**config.mk**
```make
export PLATFORM = sky130hd
export DESIGN_NAME = polygon_half_plane_clipper_core_flat
export DESIGN_NICKNAME = d
export VERILOG_FILES = /design/src/design/phc_pkg.sv /design/src/design/phc_in_if.sv /design/src/design/phc_out_if.sv /design/src/design/phc_mul.sv /design/src/design/phc_div.sv /design/src/design/polygon_half_plane_clipper_core.sv /design/src/flat_wrapper.sv
export SDC_FILE = /design/constraint.sdc
export NUM_CORES = 2
export LEC_CHECK = 0
export ABC_CLOCK_PERIOD_IN_PS = 16000
export BUFFER_PORTS_ARGS = -buffer_cell sky130_fd_sc_hd__buf_4
export CAP_MARGIN = 10
export CORE_MARGIN = 2
export CORE_UTILIZATION = 49
export DETAILED_ROUTE_END_ITERATION = 7
export GPL_TIMING_DRIVEN = 0
export PLACE_DENSITY_LB_ADDON = 0.08
export SYNTH_ARGS = -nofsm -noshare
export SYNTH_HDL_FRONTEND = slang
export SYNTH_SLANG_ARGS = --single-unit
```
**constraint.sdc**
```tcl
create_clock -name clk_i -period 16 [get_ports clk_i]
set_clock_uncertainty 0.1 [all_clocks]
set_input_delay 3.2 -clock clk_i [delete_from_list [all_inputs] [get_ports clk_i]]
set_output_delay 3.2 -clock clk_i [all_outputs]
set_load 0.03 [all_outputs]
```
**src/design/phc_pkg.sv**
```systemverilog
// Package for the half-plane polygon clipper: register indexes, fixed widths
// and shared types. Depends on nothing; phc_mul, phc_div and the core import it.
package phc_pkg;

  localparam int unsigned CFG_IDX_BITS  = 2;
  localparam int unsigned CFG_DATA_BITS = 32;
  localparam int unsigned NRM_BITS      = 16;
  localparam int unsigned DOT_BITS      = 32;
  localparam int unsigned T_BITS        = 16;
  localparam int unsigned T_CNT_BITS    = $clog2(T_BITS);

  typedef enum logic [CFG_IDX_BITS-1:0] {
    REG_NORMAL_X     = 2'd0,
    REG_NORMAL_Y     = 2'd1,
    REG_PLANE_OFFSET = 2'd2
  } cfg_reg_e;

  typedef logic signed [DOT_BITS-1:0] dot_t;
  typedef logic [DOT_BITS-1:0]        mag_t;
  typedef logic [T_BITS-1:0]          frac_t;

endpackage

```
**src/design/phc_in_if.sv**
```systemverilog
// Vertex input channel of the half-plane clipper: valid/ready plus one vertex.
// Depends on nothing; the width follows the COORD_BITS parameter.
interface phc_in_if #(
  parameter int unsigned COORD_BITS = 16
) ();
  logic                         valid;
  logic                         ready;
  logic signed [COORD_BITS-1:0] vertex_x;
  logic signed [COORD_BITS-1:0] vertex_y;
  logic                         last_vertex;

  modport source (output valid, vertex_x, vertex_y, last_vertex, input ready);
  modport sink   (input valid, vertex_x, vertex_y, last_vertex, output ready);
endinterface

```
**src/design/phc_out_if.sv**
```systemverilog
// Result channel of the half-plane clipper: valid/ready plus one clipped vertex.
// Depends on nothing; the width follows the COORD_BITS parameter.
interface phc_out_if #(
  parameter int unsigned COORD_BITS = 16
) ();
  logic                         valid;
  logic                         ready;
  logic signed [COORD_BITS-1:0] out_x;
  logic signed [COORD_BITS-1:0] out_y;
  logic                         out_valid;
  logic                         out_last;

  modport source (output valid, out_x, out_y, out_valid, out_last, input ready);
  modport sink   (input valid, out_x, out_y, out_valid, out_last, output ready);
endinterface

```
**src/design/phc_mul.sv**
```systemverilog
// Shared signed multiplier of the clipper with a registered product.
// Depends on phc_pkg for the common import only.
module phc_mul import phc_pkg::*; #(
  parameter int unsigned AW = 17,
  parameter int unsigned BW = 17
) (
  input  logic                    clk_i,
  input  logic signed [AW-1:0]    a_i,
  input  logic signed [BW-1:0]    b_i,
  output logic signed [AW+BW-1:0] p_o
);

  logic signed [AW+BW-1:0] p_q;
  logic signed [AW+BW-1:0] p_d;

  assign p_d = a_i * b_i;
  assign p_o = p_q;

  always_ff @(posedge clk_i) begin
    p_q <= p_d;
  end

endmodule

```
**src/design/phc_div.sv**
```systemverilog
// Restoring divider giving the crossing fraction num * 2^16 / den, one bit a
// cycle, saturated to all ones when num is not below den. Depends on phc_pkg.
module phc_div import phc_pkg::*; (
  input  logic  clk_i,
  input  logic  rst_ni,
  input  logic  start_i,
  input  mag_t  num_i,
  input  mag_t  den_i,
  output logic  done_o,
  output frac_t quot_o
);

  logic                  busy_q, busy_d;
  logic                  done_q, done_d;
  logic [T_CNT_BITS-1:0] cnt_q, cnt_d;
  mag_t                  rem_q, rem_d;
  mag_t                  den_q, den_d;
  frac_t                 quot_q, quot_d;
  logic [DOT_BITS:0]     rem2;
  logic [DOT_BITS:0]     diff;
  logic                  ge;

  assign rem2 = {rem_q, 1'b0};
  assign diff = rem2 - {1'b0, den_q};
  assign ge   = rem2 >= {1'b0, den_q};

  always_comb begin
    busy_d = busy_q;
    done_d = 1'b0;
    cnt_d  = cnt_q;
    rem_d  = rem_q;
    den_d  = den_q;
    quot_d = quot_q;
    if (start_i) begin
      if (num_i >= den_i) begin
        quot_d = '1;
        done_d = 1'b1;
        busy_d = 1'b0;
      end else begin
        rem_d  = num_i;
        den_d  = den_i;
        cnt_d  = '0;
        busy_d = 1'b1;
      end
    end else if (busy_q) begin
      rem_d  = ge ? diff[DOT_BITS-1:0] : rem2[DOT_BITS-1:0];
      quot_d = {quot_q[T_BITS-2:0], ge};
      cnt_d  = cnt_q + 1'b1;
      if (cnt_q == T_CNT_BITS'(T_BITS - 1)) begin
        busy_d = 1'b0;
        done_d = 1'b1;
      end
    end
  end

  always_ff @(posedge clk_i or negedge rst_ni) begin
    if (!rst_ni) begin
      busy_q <= 1'b0;
      done_q <= 1'b0;
      cnt_q  <= '0;
    end else begin
      busy_q <= busy_d;
      done_q <= done_d;
      cnt_q  <= cnt_d;
    end
  end

  always_ff @(posedge clk_i) begin
    rem_q  <= rem_d;
    den_q  <= den_d;
    quot_q <= quot_d;
  end

  assign done_o = done_q;
  assign quot_o = quot_q;

endmodule

```
**src/design/polygon_half_plane_clipper_core.sv**
```systemverilog
// Half-plane polygon clipper (one clipping plane, Sutherland-Hodgman order).
// Depends on phc_pkg, phc_in_if, phc_out_if, phc_mul and phc_div.
//
// Usage: vertices arrive one beat at a time on in_i, the final vertex of a
// polygon flagged by last_vertex. Clipped vertices leave on out_o; the final
// beat of a polygon carries out_last, and a polygon that clips away entirely
// gives a single beat with out_valid low and out_last high. The plane is set
// through cfg_we_i, cfg_idx_i and cfg_data_i while the block is idle.
// Throughput: one vertex at a time. Each dot product runs on the shared
// multiplier, and each crossing waits on the 16-step divider that forms the
// crossing fraction (it answers without stepping when the fraction
// saturates), so a closing vertex can wait on the divider twice.
// in_i.ready is high only between vertices. Results pass through a one-entry
// pending buffer and an output register. When the receiver stalls, the output
// register holds its beat, and the block waits only where it must move a
// pending result or a final beat into it. Reset restores the default plane,
// forgets any partly received polygon and empties the output register.
module polygon_half_plane_clipper_core import phc_pkg::*; #(
  parameter int unsigned COORD_BITS = 16
) (
  input  logic                     clk_i,
  input  logic                     rst_ni,
  input  logic                     cfg_we_i,
  input  logic [CFG_IDX_BITS-1:0]  cfg_idx_i,
  input  logic [CFG_DATA_BITS-1:0] cfg_data_i,
  phc_in_if.sink                   in_i,
  phc_out_if.source                out_o
);

  localparam int unsigned CB = COORD_BITS;
  localparam int unsigned AW = CB + 1;
  localparam int unsigned BW = T_BITS + 1;
  localparam int unsigned MW = AW + BW;
  localparam int unsigned SW = (MW + 1 > DOT_BITS + 1) ? MW + 1 : DOT_BITS + 1;
  localparam logic signed [SW-1:0] DOT_MAX =
    {{(SW-DOT_BITS+1){1'b0}}, {(DOT_BITS-1){1'b1}}};
  localparam logic signed [SW-1:0] DOT_MIN =
    {{(SW-DOT_BITS+1){1'b1}}, {(DOT_BITS-1){1'b0}}};

  typedef enum logic [12:0] {
    ST_IDLE   = 13'b0000000000001,
    ST_DX     = 13'b0000000000010,
    ST_DY     = 13'b0000000000100,
    ST_DSUM   = 13'b0000000001000,
    ST_EDGE   = 13'b0000000010000,
    ST_DIV    = 13'b0000000100000,
    ST_CX     = 13'b0000001000000,
    ST_CY     = 13'b0000010000000,
    ST_CSUM   = 13'b0000100000000,
    ST_EMIT_C = 13'b0001000000000,
    ST_EMIT_B = 13'b0010000000000,
    ST_FLUSH  = 13'b0100000000000,
    ST_SPARE  = 13'b1000000000000
  } state_e;

  typedef logic signed [CB-1:0] coord_t;

  state_e state_q, state_d;

  logic signed [NRM_BITS-1:0] nx_q, nx_d;
  logic signed [NRM_BITS-1:0] ny_q, ny_d;
  dot_t                       off_q, off_d;

  logic have_first_q, have_first_d;
  logic last_q, last_d;
  logic hf_q, hf_d;
  logic pt_q, pt_d;
  logic edge_q, edge_d;
  logic pend_v_q, pend_v_d;
  logic out_v_q, out_v_d;

  coord_t cur_x_q, cur_x_d, cur_y_q, cur_y_d;
  coord_t first_x_q, first_x_d, first_y_q, first_y_d;
  coord_t prev_x_q, prev_x_d, prev_y_q, prev_y_d;
  coord_t cross_x_q, cross_x_d, cross_y_q, cross_y_d;
  coord_t pend_x_q, pend_x_d, pend_y_q, pend_y_d;
  coord_t out_x_q, out_x_d, out_y_q, out_y_d;
  logic   out_ok_q, out_ok_d, out_last_q, out_last_d;
  dot_t   prev_dot_q, prev_dot_d, cur_dot_q, cur_dot_d, first_dot_q, first_dot_d;
  frac_t  t_q, t_d;
  logic signed [MW-1:0] acc_q, acc_d;

  logic signed [AW-1:0] mul_a;
  logic signed [BW-1:0] mul_b;
  logic signed [MW-1:0] prod;
  logic signed [SW-1:0] dsum;
  dot_t                 dot_sat;

  coord_t px, py, ax, ay, bx, by;
  dot_t   adot, bdot;
  logic   a_in, b_in, edge_more, out_free;
  logic signed [DOT_BITS:0] num_s, den_s;
  logic [DOT_BITS:0]        num_abs, den_abs;
  logic                     div_start, div_done;
  frac_t                    div_quot;

  phc_mul #(.AW(AW), .BW(BW)) u_mul (
    .clk_i (clk_i),
    .a_i   (mul_a),
    .b_i   (mul_b),
    .p_o   (prod)
  );

  phc_div u_div (
    .clk_i   (clk_i),
    .rst_ni  (rst_ni),
    .start_i (div_start),
    .num_i   (num_abs[DOT_BITS-1:0]),
    .den_i   (den_abs[DOT_BITS-1:0]),
    .done_o  (div_done),
    .quot_o  (div_quot)
  );

  assign px = pt_q ? first_x_q : cur_x_q;
  assign py = pt_q ? first_y_q : cur_y_q;

  assign ax   = edge_q ? cur_x_q : prev_x_q;
  assign ay   = edge_q ? cur_y_q : prev_y_q;
  assign adot = edge_q ? cur_dot_q : prev_dot_q;
  assign bx   = edge_q ? first_x_q : cur_x_q;
  assign by   = edge_q ? first_y_q : cur_y_q;
  assign bdot = edge_q ? first_dot_q : cur_dot_q;

  assign a_in  = adot <= off_q;
  assign b_in  = bdot <= off_q;
  assign num_s = {off_q[DOT_BITS-1], off_q} - {adot[DOT_BITS-1], adot};
  assign den_s = {bdot[DOT_BITS-1], bdot} - {adot[DOT_BITS-1], adot};
  assign num_abs = num_s[DOT_BITS] ? -num_s : num_s;
  assign den_abs = den_s[DOT_BITS] ? -den_s : den_s;

  assign dsum = {{(SW-MW){acc_q[MW-1]}}, acc_q} + {{(SW-MW){prod[MW-1]}}, prod};
  assign dot_sat = (dsum > DOT_MAX) ? DOT_MAX[DOT_BITS-1:0] :
                   (dsum < DOT_MIN) ? DOT_MIN[DOT_BITS-1:0] : dsum[DOT_BITS-1:0];

  assign edge_more = !edge_q && last_q;
  assign out_free  = !out_v_q || out_o.ready;

  always_comb begin
    nx_d = nx_q;
    ny_d = ny_q;
    off_d = off_q;
    if (cfg_we_i) begin
      case (cfg_reg_e'(cfg_idx_i))
        REG_NORMAL_X:     nx_d  = cfg_data_i[NRM_BITS-1:0];
        REG_NORMAL_Y:     ny_d  = cfg_data_i[NRM_BITS-1:0];
        REG_PLANE_OFFSET: off_d = cfg_data_i[DOT_BITS-1:0];
        default: ;
      endcase
    end
  end

  always_comb begin
    state_d      = state_q;
    have_first_d = have_first_q;
    last_d       = last_q;
    hf_d         = hf_q;
    pt_d         = pt_q;
    edge_d       = edge_q;
    pend_v_d     = pend_v_q;
    out_v_d      = out_v_q && !out_o.ready;
    cur_x_d      = cur_x_q;
    cur_y_d      = cur_y_q;
    first_x_d    = first_x_q;
    first_y_d    = first_y_q;
    prev_x_d     = prev_x_q;
    prev_y_d     = prev_y_q;
    cross_x_d    = cross_x_q;
    cross_y_d    = cross_y_q;
    pend_x_d     = pend_x_q;
    pend_y_d     = pend_y_q;
    out_x_d      = out_x_q;
    out_y_d      = out_y_q;
    out_ok_d     = out_ok_q;
    out_last_d   = out_last_q;
    prev_dot_d   = prev_dot_q;
    cur_dot_d    = cur_dot_q;
    first_dot_d  = first_dot_q;
    t_d          = t_q;
    acc_d        = acc_q;
    mul_a        = '0;
    mul_b        = '0;
    div_start    = 1'b0;

    case (state_q)
      ST_IDLE: begin
        if (in_i.valid) begin
          cur_x_d = in_i.vertex_x;
          cur_y_d = in_i.vertex_y;
          last_d  = in_i.last_vertex;
          hf_d    = have_first_q;
          if (!have_first_q) begin
            first_x_d = in_i.vertex_x;
            first_y_d = in_i.vertex_y;
          end
          pt_d    = 1'b0;
          state_d = ST_DX;
        end
      end
      ST_DX: begin
        mul_a   = {px[CB-1], px};
        mul_b   = {nx_q[NRM_BITS-1], nx_q};
        state_d = ST_DY;
      end
      ST_DY: begin
        mul_a   = {py[CB-1], py};
        mul_b   = {ny_q[NRM_BITS-1], ny_q};
        acc_d   = prod;
        state_d = ST_DSUM;
      end
      ST_DSUM: begin
        if (!pt_q) begin
          cur_dot_d = dot_sat;
          if (hf_q) begin
            edge_d  = 1'b0;
            state_d = ST_EDGE;
          end else if (last_q) begin
            pt_d    = 1'b1;
            state_d = ST_DX;
          end else begin
            state_d = ST_FLUSH;
          end
        end else begin
          first_dot_d = dot_sat;
          edge_d      = 1'b1;
          state_d     = ST_EDGE;
        end
      end
      ST_EDGE: begin
        if (a_in != b_in) begin
          div_start = 1'b1;
          state_d   = ST_DIV;
        end else if (b_in) begin
          state_d = ST_EMIT_B;
        end else if (edge_more) begin
          pt_d    = 1'b1;
          state_d = ST_DX;
        end else begin
          state_d = ST_FLUSH;
        end
      end
      ST_DIV: begin
        if (div_done) begin
          t_d     = div_quot;
          state_d = ST_CX;
        end
      end
      ST_CX: begin
        mul_a   = {bx[CB-1], bx} - {ax[CB-1], ax};
        mul_b   = {1'b0, t_q};
        state_d = ST_CY;
      end
      ST_CY: begin
        mul_a   = {by[CB-1], by} - {ay[CB-1], ay};
        mul_b   = {1'b0, t_q};
        acc_d   = prod;
        state_d = ST_CSUM;
      end
      ST_CSUM: begin
        cross_x_d = ax + acc_q[T_BITS +: CB];
        cross_y_d = ay + prod[T_BITS +: CB];
        state_d   = ST_EMIT_C;
      end
      ST_EMIT_C: begin
        if (!pend_v_q || out_free) begin
          if (pend_v_q) begin
            out_v_d    = 1'b1;
            out_x_d    = pend_x_q;
            out_y_d    = pend_y_q;
            out_ok_d   = 1'b1;
            out_last_d = 1'b0;
          end
          pend_x_d = cross_x_q;
          pend_y_d = cross_y_q;
          pend_v_d = 1'b1;
          if (b_in) begin
            state_d = ST_EMIT_B;
          end else if (edge_more) begin
            pt_d    = 1'b1;
            state_d = ST_DX;
          end else begin
            state_d = ST_FLUSH;
          end
        end
      end
      ST_EMIT_B: begin
        if (!pend_v_q || out_free) begin
          if (pend_v_q) begin
            out_v_d    = 1'b1;
            out_x_d    = pend_x_q;
            out_y_d    = pend_y_q;
            out_ok_d   = 1'b1;
            out_last_d = 1'b0;
          end
          pend_x_d = bx;
          pend_y_d = by;
          pend_v_d = 1'b1;
          if (edge_more) begin
            pt_d    = 1'b1;
            state_d = ST_DX;
          end else begin
            state_d = ST_FLUSH;
          end
        end
      end
      ST_FLUSH: begin
        if (!(pend_v_q || last_q) || out_free) begin
          if (pend_v_q || last_q) begin
            out_v_d    = 1'b1;
            out_x_d    = pend_v_q ? pend_x_q : '0;
            out_y_d    = pend_v_q ? pend_y_q : '0;
            out_ok_d   = pend_v_q;
            out_last_d = last_q;
          end
          pend_v_d     = 1'b0;
          prev_x_d     = cur_x_q;
          prev_y_d     = cur_y_q;
          prev_dot_d   = cur_dot_q;
          have_first_d = !last_q;
          state_d      = ST_IDLE;
        end
      end
      default: begin
        state_d = ST_IDLE;
      end
    endcase
  end

  always_ff @(posedge clk_i or negedge rst_ni) begin
    if (!rst_ni) begin
      state_q      <= ST_IDLE;
      nx_q         <= NRM_BITS'(16384);
      ny_q         <= '0;
      off_q        <= '0;
      have_first_q <= 1'b0;
      last_q       <= 1'b0;
      hf_q         <= 1'b0;
      pt_q         <= 1'b0;
      edge_q       <= 1'b0;
      pend_v_q     <= 1'b0;
      out_v_q      <= 1'b0;
    end else begin
      state_q      <= state_d;
      nx_q         <= nx_d;
      ny_q         <= ny_d;
      off_q        <= off_d;
      have_first_q <= have_first_d;
      last_q       <= last_d;
      hf_q         <= hf_d;
      pt_q         <= pt_d;
      edge_q       <= edge_d;
      pend_v_q     <= pend_v_d;
      out_v_q      <= out_v_d;
    end
  end

  always_ff @(posedge clk_i) begin
    cur_x_q     <= cur_x_d;
    cur_y_q     <= cur_y_d;
    first_x_q   <= first_x_d;
    first_y_q   <= first_y_d;
    prev_x_q    <= prev_x_d;
    prev_y_q    <= prev_y_d;
    cross_x_q   <= cross_x_d;
    cross_y_q   <= cross_y_d;
    pend_x_q    <= pend_x_d;
    pend_y_q    <= pend_y_d;
    out_x_q     <= out_x_d;
    out_y_q     <= out_y_d;
    out_ok_q    <= out_ok_d;
    out_last_q  <= out_last_d;
    prev_dot_q  <= prev_dot_d;
    cur_dot_q   <= cur_dot_d;
    first_dot_q <= first_dot_d;
    t_q         <= t_d;
    acc_q       <= acc_d;
  end

  assign in_i.ready      = (state_q == ST_IDLE);
  assign out_o.valid     = out_v_q;
  assign out_o.out_x     = out_x_q;
  assign out_o.out_y     = out_y_q;
  assign out_o.out_valid = out_ok_q;
  assign out_o.out_last  = out_last_q;

  a_accept_starts_dot: assert property (@(posedge clk_i) disable iff (!rst_ni)
    in_i.valid && in_i.ready |=> state_q == ST_DX)
    else $error("Accepted vertex did not start its dot product.");

  a_idle_pend_empty: assert property (@(posedge clk_i) disable iff (!rst_ni)
    state_q == ST_IDLE |-> !pend_v_q)
    else $error("Pending result left behind at the end of a vertex.");

  a_div_done_in_div: assert property (@(posedge clk_i) disable iff (!rst_ni)
    div_done |-> state_q == ST_DIV)
    else $error("Divider finished outside the division wait.");

  a_marker_is_last: assert property (@(posedge clk_i) disable iff (!rst_ni)
    out_o.valid && !out_o.out_valid |-> out_o.out_last)
    else $error("Empty-polygon beat without the last flag.");

  a_state_onehot: assert property (@(posedge clk_i) disable iff (!rst_ni)
    $onehot(state_q))
    else $error("Sequencer state is not one-hot.");

endmodule

```
**src/flat_wrapper.sv**
```systemverilog
// flat-port wrapper written by rule: the top's interface ports become plain ports
module polygon_half_plane_clipper_core_flat import phc_pkg::*;
#(
  parameter int unsigned COORD_BITS = 16
)
  (clk_i, rst_ni, cfg_we_i, cfg_idx_i, cfg_data_i, in_i_valid, in_i_vertex_x, in_i_vertex_y, in_i_last_vertex, in_i_ready, out_o_valid, out_o_out_x, out_o_out_y, out_o_out_valid, out_o_out_last, out_o_ready);
  phc_in_if #(.COORD_BITS(COORD_BITS)) in_i_i ();
  phc_out_if #(.COORD_BITS(COORD_BITS)) out_o_i ();
  input  logic clk_i;
  input  logic rst_ni;
  input  logic cfg_we_i;
  input  logic [CFG_IDX_BITS-1:0] cfg_idx_i;
  input  logic [CFG_DATA_BITS-1:0] cfg_data_i;
  input wire logic [$bits(in_i_i.valid)-1:0] in_i_valid;
  input wire logic [$bits(in_i_i.vertex_x)-1:0] in_i_vertex_x;
  input wire logic [$bits(in_i_i.vertex_y)-1:0] in_i_vertex_y;
  input wire logic [$bits(in_i_i.last_vertex)-1:0] in_i_last_vertex;
  output wire logic [$bits(in_i_i.ready)-1:0] in_i_ready;
  output wire logic [$bits(out_o_i.valid)-1:0] out_o_valid;
  output wire logic [$bits(out_o_i.out_x)-1:0] out_o_out_x;
  output wire logic [$bits(out_o_i.out_y)-1:0] out_o_out_y;
  output wire logic [$bits(out_o_i.out_valid)-1:0] out_o_out_valid;
  output wire logic [$bits(out_o_i.out_last)-1:0] out_o_out_last;
  input wire logic [$bits(out_o_i.ready)-1:0] out_o_ready;
  assign in_i_i.valid = in_i_valid;
  assign in_i_i.vertex_x = in_i_vertex_x;
  assign in_i_i.vertex_y = in_i_vertex_y;
  assign in_i_i.last_vertex = in_i_last_vertex;
  assign in_i_ready = in_i_i.ready;
  assign out_o_valid = out_o_i.valid;
  assign out_o_out_x = out_o_i.out_x;
  assign out_o_out_y = out_o_i.out_y;
  assign out_o_out_valid = out_o_i.out_valid;
  assign out_o_out_last = out_o_i.out_last;
  assign out_o_i.ready = out_o_ready;
  polygon_half_plane_clipper_core #(.COORD_BITS(COORD_BITS)) u_core (.clk_i(clk_i), .rst_ni(rst_ni), .cfg_we_i(cfg_we_i), .cfg_idx_i(cfg_idx_i), .cfg_data_i(cfg_data_i), .in_i(in_i_i), .out_o(out_o_i));
endmodule
```
# Word level (Yosys, flattened, before mapping)

Cells that the tools add are included.

Input bits: 72
Register bits: 544
Logic and storage cells: 218
Output and inout bits: 36

Mux-type cells: 94
Reduce and logical (&&, ||, !) cells: 39
Add/subtract/negate cells: 11
Multiply operators: 1
Equal/unequal tests: 27
Order comparisons: 6
Bitwise operators: 3

Operator list:

| cell                                                            | count |
|---|---|
| 2-to-1 mux 16 bit                                               | 23 |
| 2-to-1 mux 32 bit                                               | 10 |
| case mux 13 bit (12 select lines)                               | 1 |
| case mux 16 bit (2 select lines)                                | 4 |
| 2-to-1 mux 13 bit                                               | 9 |
| case mux 17 bit (4 select lines)                                | 1 |
| subtractor 32 x 32 -> 33 bit                                    | 2 |
| less-or-equal comparator 32 bit                                 | 2 |
| negation 32 bit                                                 | 2 |
| case mux 17 bit (3 select lines)                                | 1 |
| adder 34 x 34 -> 35 bit                                         | 1 |
| greater-than comparator 35 x 32 -> 1 bit, second input constant | 1 |
| < comparator 35 x 32 -> 1 bit, second input constant            | 1 |
| 2-to-1 mux 1 bit                                                | 35 |
| multiplier 17 x 17 -> 34 bit                                    | 1 |
| subtractor 16 x 16 -> 17 bit                                    | 2 |
| greater-or-equal comparator 33 x 32 -> 1 bit                    | 1 |
| adder 16 bit                                                    | 2 |
| greater-or-equal comparator 32 bit                              | 1 |
| subtractor 32 bit                                               | 1 |
| 2-to-1 mux 12 bit                                               | 2 |
| AND reduction 2 bit                                             | 12 |
| AND reduction 5 bit                                             | 3 |
| == test 13 x 1 -> 1 bit, second input constant                  | 1 |
| other kinds (30)                                                | 62 |

# Logic depth before layout (Yosys ltp)

Word-level depth: 7
Gate-level depth with buffers: 41
Gate-level depth less buffers: 37

# Cells and area by module

From an unflattened synthesis, not the netlist that was laid out.

Cell total of the unflattened synthesis: 4409
Area total of the unflattened synthesis: 45267.2 um2

By module, submodules not included:

| module                          | seq. area each (um2) | times used | area each (um2) | cells an instance |
|---|---|---|---|---|
| polygon_half_plane_clipper_core | 12289.3              | 1          | 27164.8         | 2485 |
| phc_mul                         | 680.7                | 1          | 11858.9         | 1285 |
| phc_div                         | 2552.4               | 1          | 6243.5          | 639 |

# Least setup slack after synthesis

OpenSTA, ideal clock, no wires.

Path kind: flip-flop to flip-flop
Start point: register u_core.edge_q
End point: register u_core.u_mul.p_q[33] (netlist: u_core.u_mul.p_o[33])
Data required time: 15828 ps
Path buffers: 4
Library setup time: 72 ps
Cell stages (with the launch flop): 39
Slack: 5858 ps
Data arrival time: 9969 ps
Clock period less this slack: 10142 ps
Cell sequence: dfrtp_1 -> clkbuf_1 -> clkbuf_1 -> buf_1 -> mux2_2 -> ha_1 -> fa_1 -> nor2b_1 -> o21ai_0 -> a21boi_0 -> o21a_1 -> o21ai_0 -> a21oi_1 -> nor3_1 -> o41ai_1 -> xor2_1 -> a221oi_1 -> clkbuf_1 -> (+3 left out) -> fa_1 -> fa_1 -> inv_1 -> fa_1 -> fa_1 -> inv_1 -> fa_1 -> inv_1 -> ha_1 -> a2111oi_0 -> a21oi_1 -> a221oi_1 -> a21oi_1 -> a211o_1 -> a21oi_1 -> o21ai_0 -> a21oi_1 -> xnor2_1

Cells in the longest elaborated chain, start to end: 4
Elaborated cells on any way between the ends: 8
Those cells by class: add/sub: 2; mul: 1; mux: 5

RTL lines:

| element                                                | line                                                                           | source |
|---|---|---|
| start: declaration                                     | polygon_half_plane_clipper_core.sv:68                                          | `logic edge_q, edge_d;` |
| start signal: assignment                               | polygon_half_plane_clipper_core.sv:350                                         | `edge_q <= edge_d;` |
| 2-to-1 mux 16 bit, on equally long branches            | -                                                                              |  |
| subtractor 16 x 16 -> 17 bit, on equally long branches | polygon_half_plane_clipper_core.sv:253, polygon_half_plane_clipper_core.sv:248 |  |
| case mux 17 bit (4 select lines) (*)                   | polygon_half_plane_clipper_core.sv:184                                         | `case (state_q)` |
| multiplier 17 x 17 -> 34 bit (*)                       | phc_mul.sv:16                                                                  | `assign p_d = a_i * b_i;` |
| named net u_core.u_mul.p_d[33]                         | phc_mul.sv:14                                                                  | `logic signed [AW+BW-1:0] p_d;` |
| end signal: assignment                                 | phc_mul.sv:20                                                                  | `p_q <= p_d;` |
| end: declaration                                       | phc_mul.sv:13                                                                  | `logic signed [AW+BW-1:0] p_q;` |

Mark *: on every way through the listed nets, which the timed path passes. The rest lies on a longest branch.
A chain may end at the register's enable or synchronous reset.

# Final worst setup path

Same ends and word-level chain as after synthesis.

==> run metrics <==
status complete, no violations; hold path endpoint u_core.acc_q[3]$_DFFE_PP_; worst hold stages 0; nature of the critical path startpoint flop; Netlist cell types 87; Total GRT Usage 0.2784; Rows 110; Synth Register Bits ~540; post-synthesis to final-layout area growth 10.98%; core area 89600 µm²; power share of the clock group 0.245; CP required 16.37 ns; CP Class reg -> reg; Clock Path Buffers 3; cell area after synthesis 44130 µm²; CP max FO 10; H-tree levels 3; Detail Placement HPWL about 100000 µm; Reg2Reg Launch Point u_core.edge_q$_DFFE_PN0P_; Die Y slightly above 300 µm; Worst-Margin Slew 1.454 ns; Die ar. about 92000 µm²; Hold Startpoint u_core.u_mul.p_o[3]$_DFF_P_; gpl congestion between 0.9 and 1; reg2reg end u_core.u_mul.p_o[33]$_DFF_P_; CP max-delay cell a221oi_1; Synth Net Count 5010; first-pass GRT wire length about 200000 µm; switching portion of total power 0.4023; worst path arrival time roughly 14 ns; Routed WL around 130000 µm; Avg Vias per Cell approximately 5.7; Setup crit end kind flop; Min Clock Period, post-route between 10 and 15 ns; r2r setup slk approximately 2.4 ns; count of hold-fix buffers inserted at cts 0; Skew-Pair Late Insertion Delay between 0.6 and 0.7 ns; remaining antenna violation count 0; GRT overflow 0; Vias approximately 32000; sequential power share 0.317; die width around 300 µm; Max-slew headroom 0.03067; Seq/Total Area, Yosys 0.3517; Leakage 20.85 nW; synth warn 0; Layout Nets 5214; Worst Setup SP u_core.edge_q$_DFFE_PN0P_; antenna violations before repair 3; post-CTS sizing 0; number of iterations in the first detailed-routing pass 5; Post-synth EDFFs 420; Max Freq 0.07332 GHz; WL/cell about 22 µm; # setup viols final 0; final slew viol count 0; vias in the first global route roughly 33000; post-synthesis async set-or-reset flop share 0.1639; pin count of the biggest net entering global routing approximately 50; R2R cell count 38; number of clock sinks ~540; RSZ-0062 raised after global routing no; Setup TNS 0 ns; Final Hold Viols 0; dominant synthesized flop cell edfxtp_1; most common cell after layout, fill and taps aside inv_1; overall power approximately 6 mW; Logic pwr share 0.438; Synth Area per Inst 10.29 µm²; PortBufs 107; TritonCTS clock tree built; Post-Synthesis Cells between 4000 and 5000; CTS root buf clkbuf_16; power density over cell area ~120 nW/µm²; most frequent cells in the layout inv_1, edfxtp_1, nor2_1; critical path's most frequent cell fa_1; Tcrit/Tclk final 0.8525; crit-path max cell delay about 1.2 ns; Power Internal between 3 and 4 mW; layout cells sized above 1 0.09897; post-CTS setup repair buffer count 0; Worst-path clk slew 0.06 ns; Max-cap violations 0; Starting DRT DRC Count roughly 2300; IO Count 108; Num CTS Buffers 66; sw power ~2.4 mW; VDD IR max roughly 0.077 mV; Post-route DRC 0; starting density of the core 0.4926; Worst Hold Class reg -> reg
metal layers:
layer	up-vias	track usage	part of all wire
li1	15330	-	-
met1	16070	0.3668	0.43
met2	802	0.4784	0.48
met3	214	0.02953	0.049
met4	0	0.09615	0.036
met5	-	0	0
layout make-up:
class,instances,area [µm²]
antenna,1,2.502
buffer,121,465.4
clock buffer,91,1849
clock inverter,31,259.0
fill,8116,40620
inverter,540,2027
multi-input combinational,3085,26220
sequential,543,15520
tap,1176,1471
timing repair buffer,136,1162
critical path: cells and delay by family, from the launching register on:
family | cells | cell delay (ns)
AO/OA/AOI/OAI | 15 | 5.07
adder cells (fa/ha/maj) | 8 | 3.88
buffers and inverters | 9 | 2.84
multiplexers | 1 | 0.44
XOR/XNOR | 2 | 0.43
AND/OR/NAND/NOR | 3 | 0.38
flip-flops | 1 | 0.33
worst max-delay path by stage:
stage | end | cells past startpoint | slack, ns
4_1_cts | u_core.u_mul.p_o[33]$_DFF_P_ | 38 | 2.53
2_1_floorplan | u_core.u_mul.p_o[33]$_DFF_P_ | 38 | 5.86
6_report | u_core.u_mul.p_o[33]$_DFF_P_ | 38 | 2.36
5_1_grt | u_core.u_mul.p_o[33]$_DFF_P_ | 38 | 1.80
3_5_place_dp | u_core.u_mul.p_o[33]$_DFF_P_ | 38 | 2.62
3_3_place_gp | u_core.u_mul.p_o[33]$_DFF_P_ | 38 | 2.62
power groups by stage:
stage                     Clock [mW]  Sequential [mW]  Combinational [mW]
after floorplan                    0             1.90                1.75
after global placement             0             1.93                2.55
after detailed placement           0             1.93                2.59
after CTS                       1.49             1.90                2.61
after global routing            1.54             1.91                2.86
final                           1.47             1.90                2.63
state kept, by name, indices dropped and copies added, names as in the netlist, 32 cells and up:
| signal | count |
|---|---|
| u_core.off_q | 32 |
| u_core.u_mul.p_o | 34 |
| u_core.u_div.rem_q | 32 |
| u_core.first_dot_q | 32 |
| u_core.prev_dot_q | 32 |
| u_core.acc_q | 34 |
| u_core.u_div.den_q | 32 |
| u_core.cur_dot_q | 32 |
metrics by stage:
step	setup WS, ns	cell area (µm²)	util	hold WS [ns]	std cells
2_1_floorplan	5.858	44130	-	0.3003	4289
3_3_place_gp	2.617	46410	0.5179	0.3136	5572
3_5_place_dp	2.617	46870	0.5231	0.3265	5601
4_1_cts	2.526	48980	0.5466	0.3381	5723
5_1_grt	1.801	48980	0.5466	0.3534	5723
6_report	2.360	48980	0.5467	0.3416	5724
synth_stat cells, types with 87 or more instances:
library cell / number / share of area
a21o_1: 99 / 0.017
a21oi_1: 236 / 0.027
clkbuf_1: 107 / 0.0091
dfrtp_1: 87 / 0.049
edfxtp_1: 420 / 0.29
fa_1: 305 / 0.14
ha_1: 344 / 0.098
inv_1: 536 / 0.046
mux2_2: 155 / 0.040
mux2i_1: 109 / 0.025
nand2_1: 259 / 0.022
nor2_1: 369 / 0.031
o21ai_0: 162 / 0.018
xnor2_1: 174 / 0.035
xor2_1: 99 / 0.020
cells by family (layout without fill, tap and decap cells):
family | Yosys count | after routing | share of synthesized area
AO/OA/AOI/OAI | 822 | 822 | 0.1208
XOR/XNOR | 273 | 273 | 0.05418
adder cells (fa/ha/maj) | 649 | 649 | 0.2359
buffers and inverters | 661 | 919 | 0.05648
flip-flops | 543 | 543 | 0.3517
multiplexers | 264 | 264 | 0.06427
other | 0 | 1 | 0
AND/OR/NAND/NOR | 1077 | 1077 | 0.1166
Power figures use the tool's default switching activity.
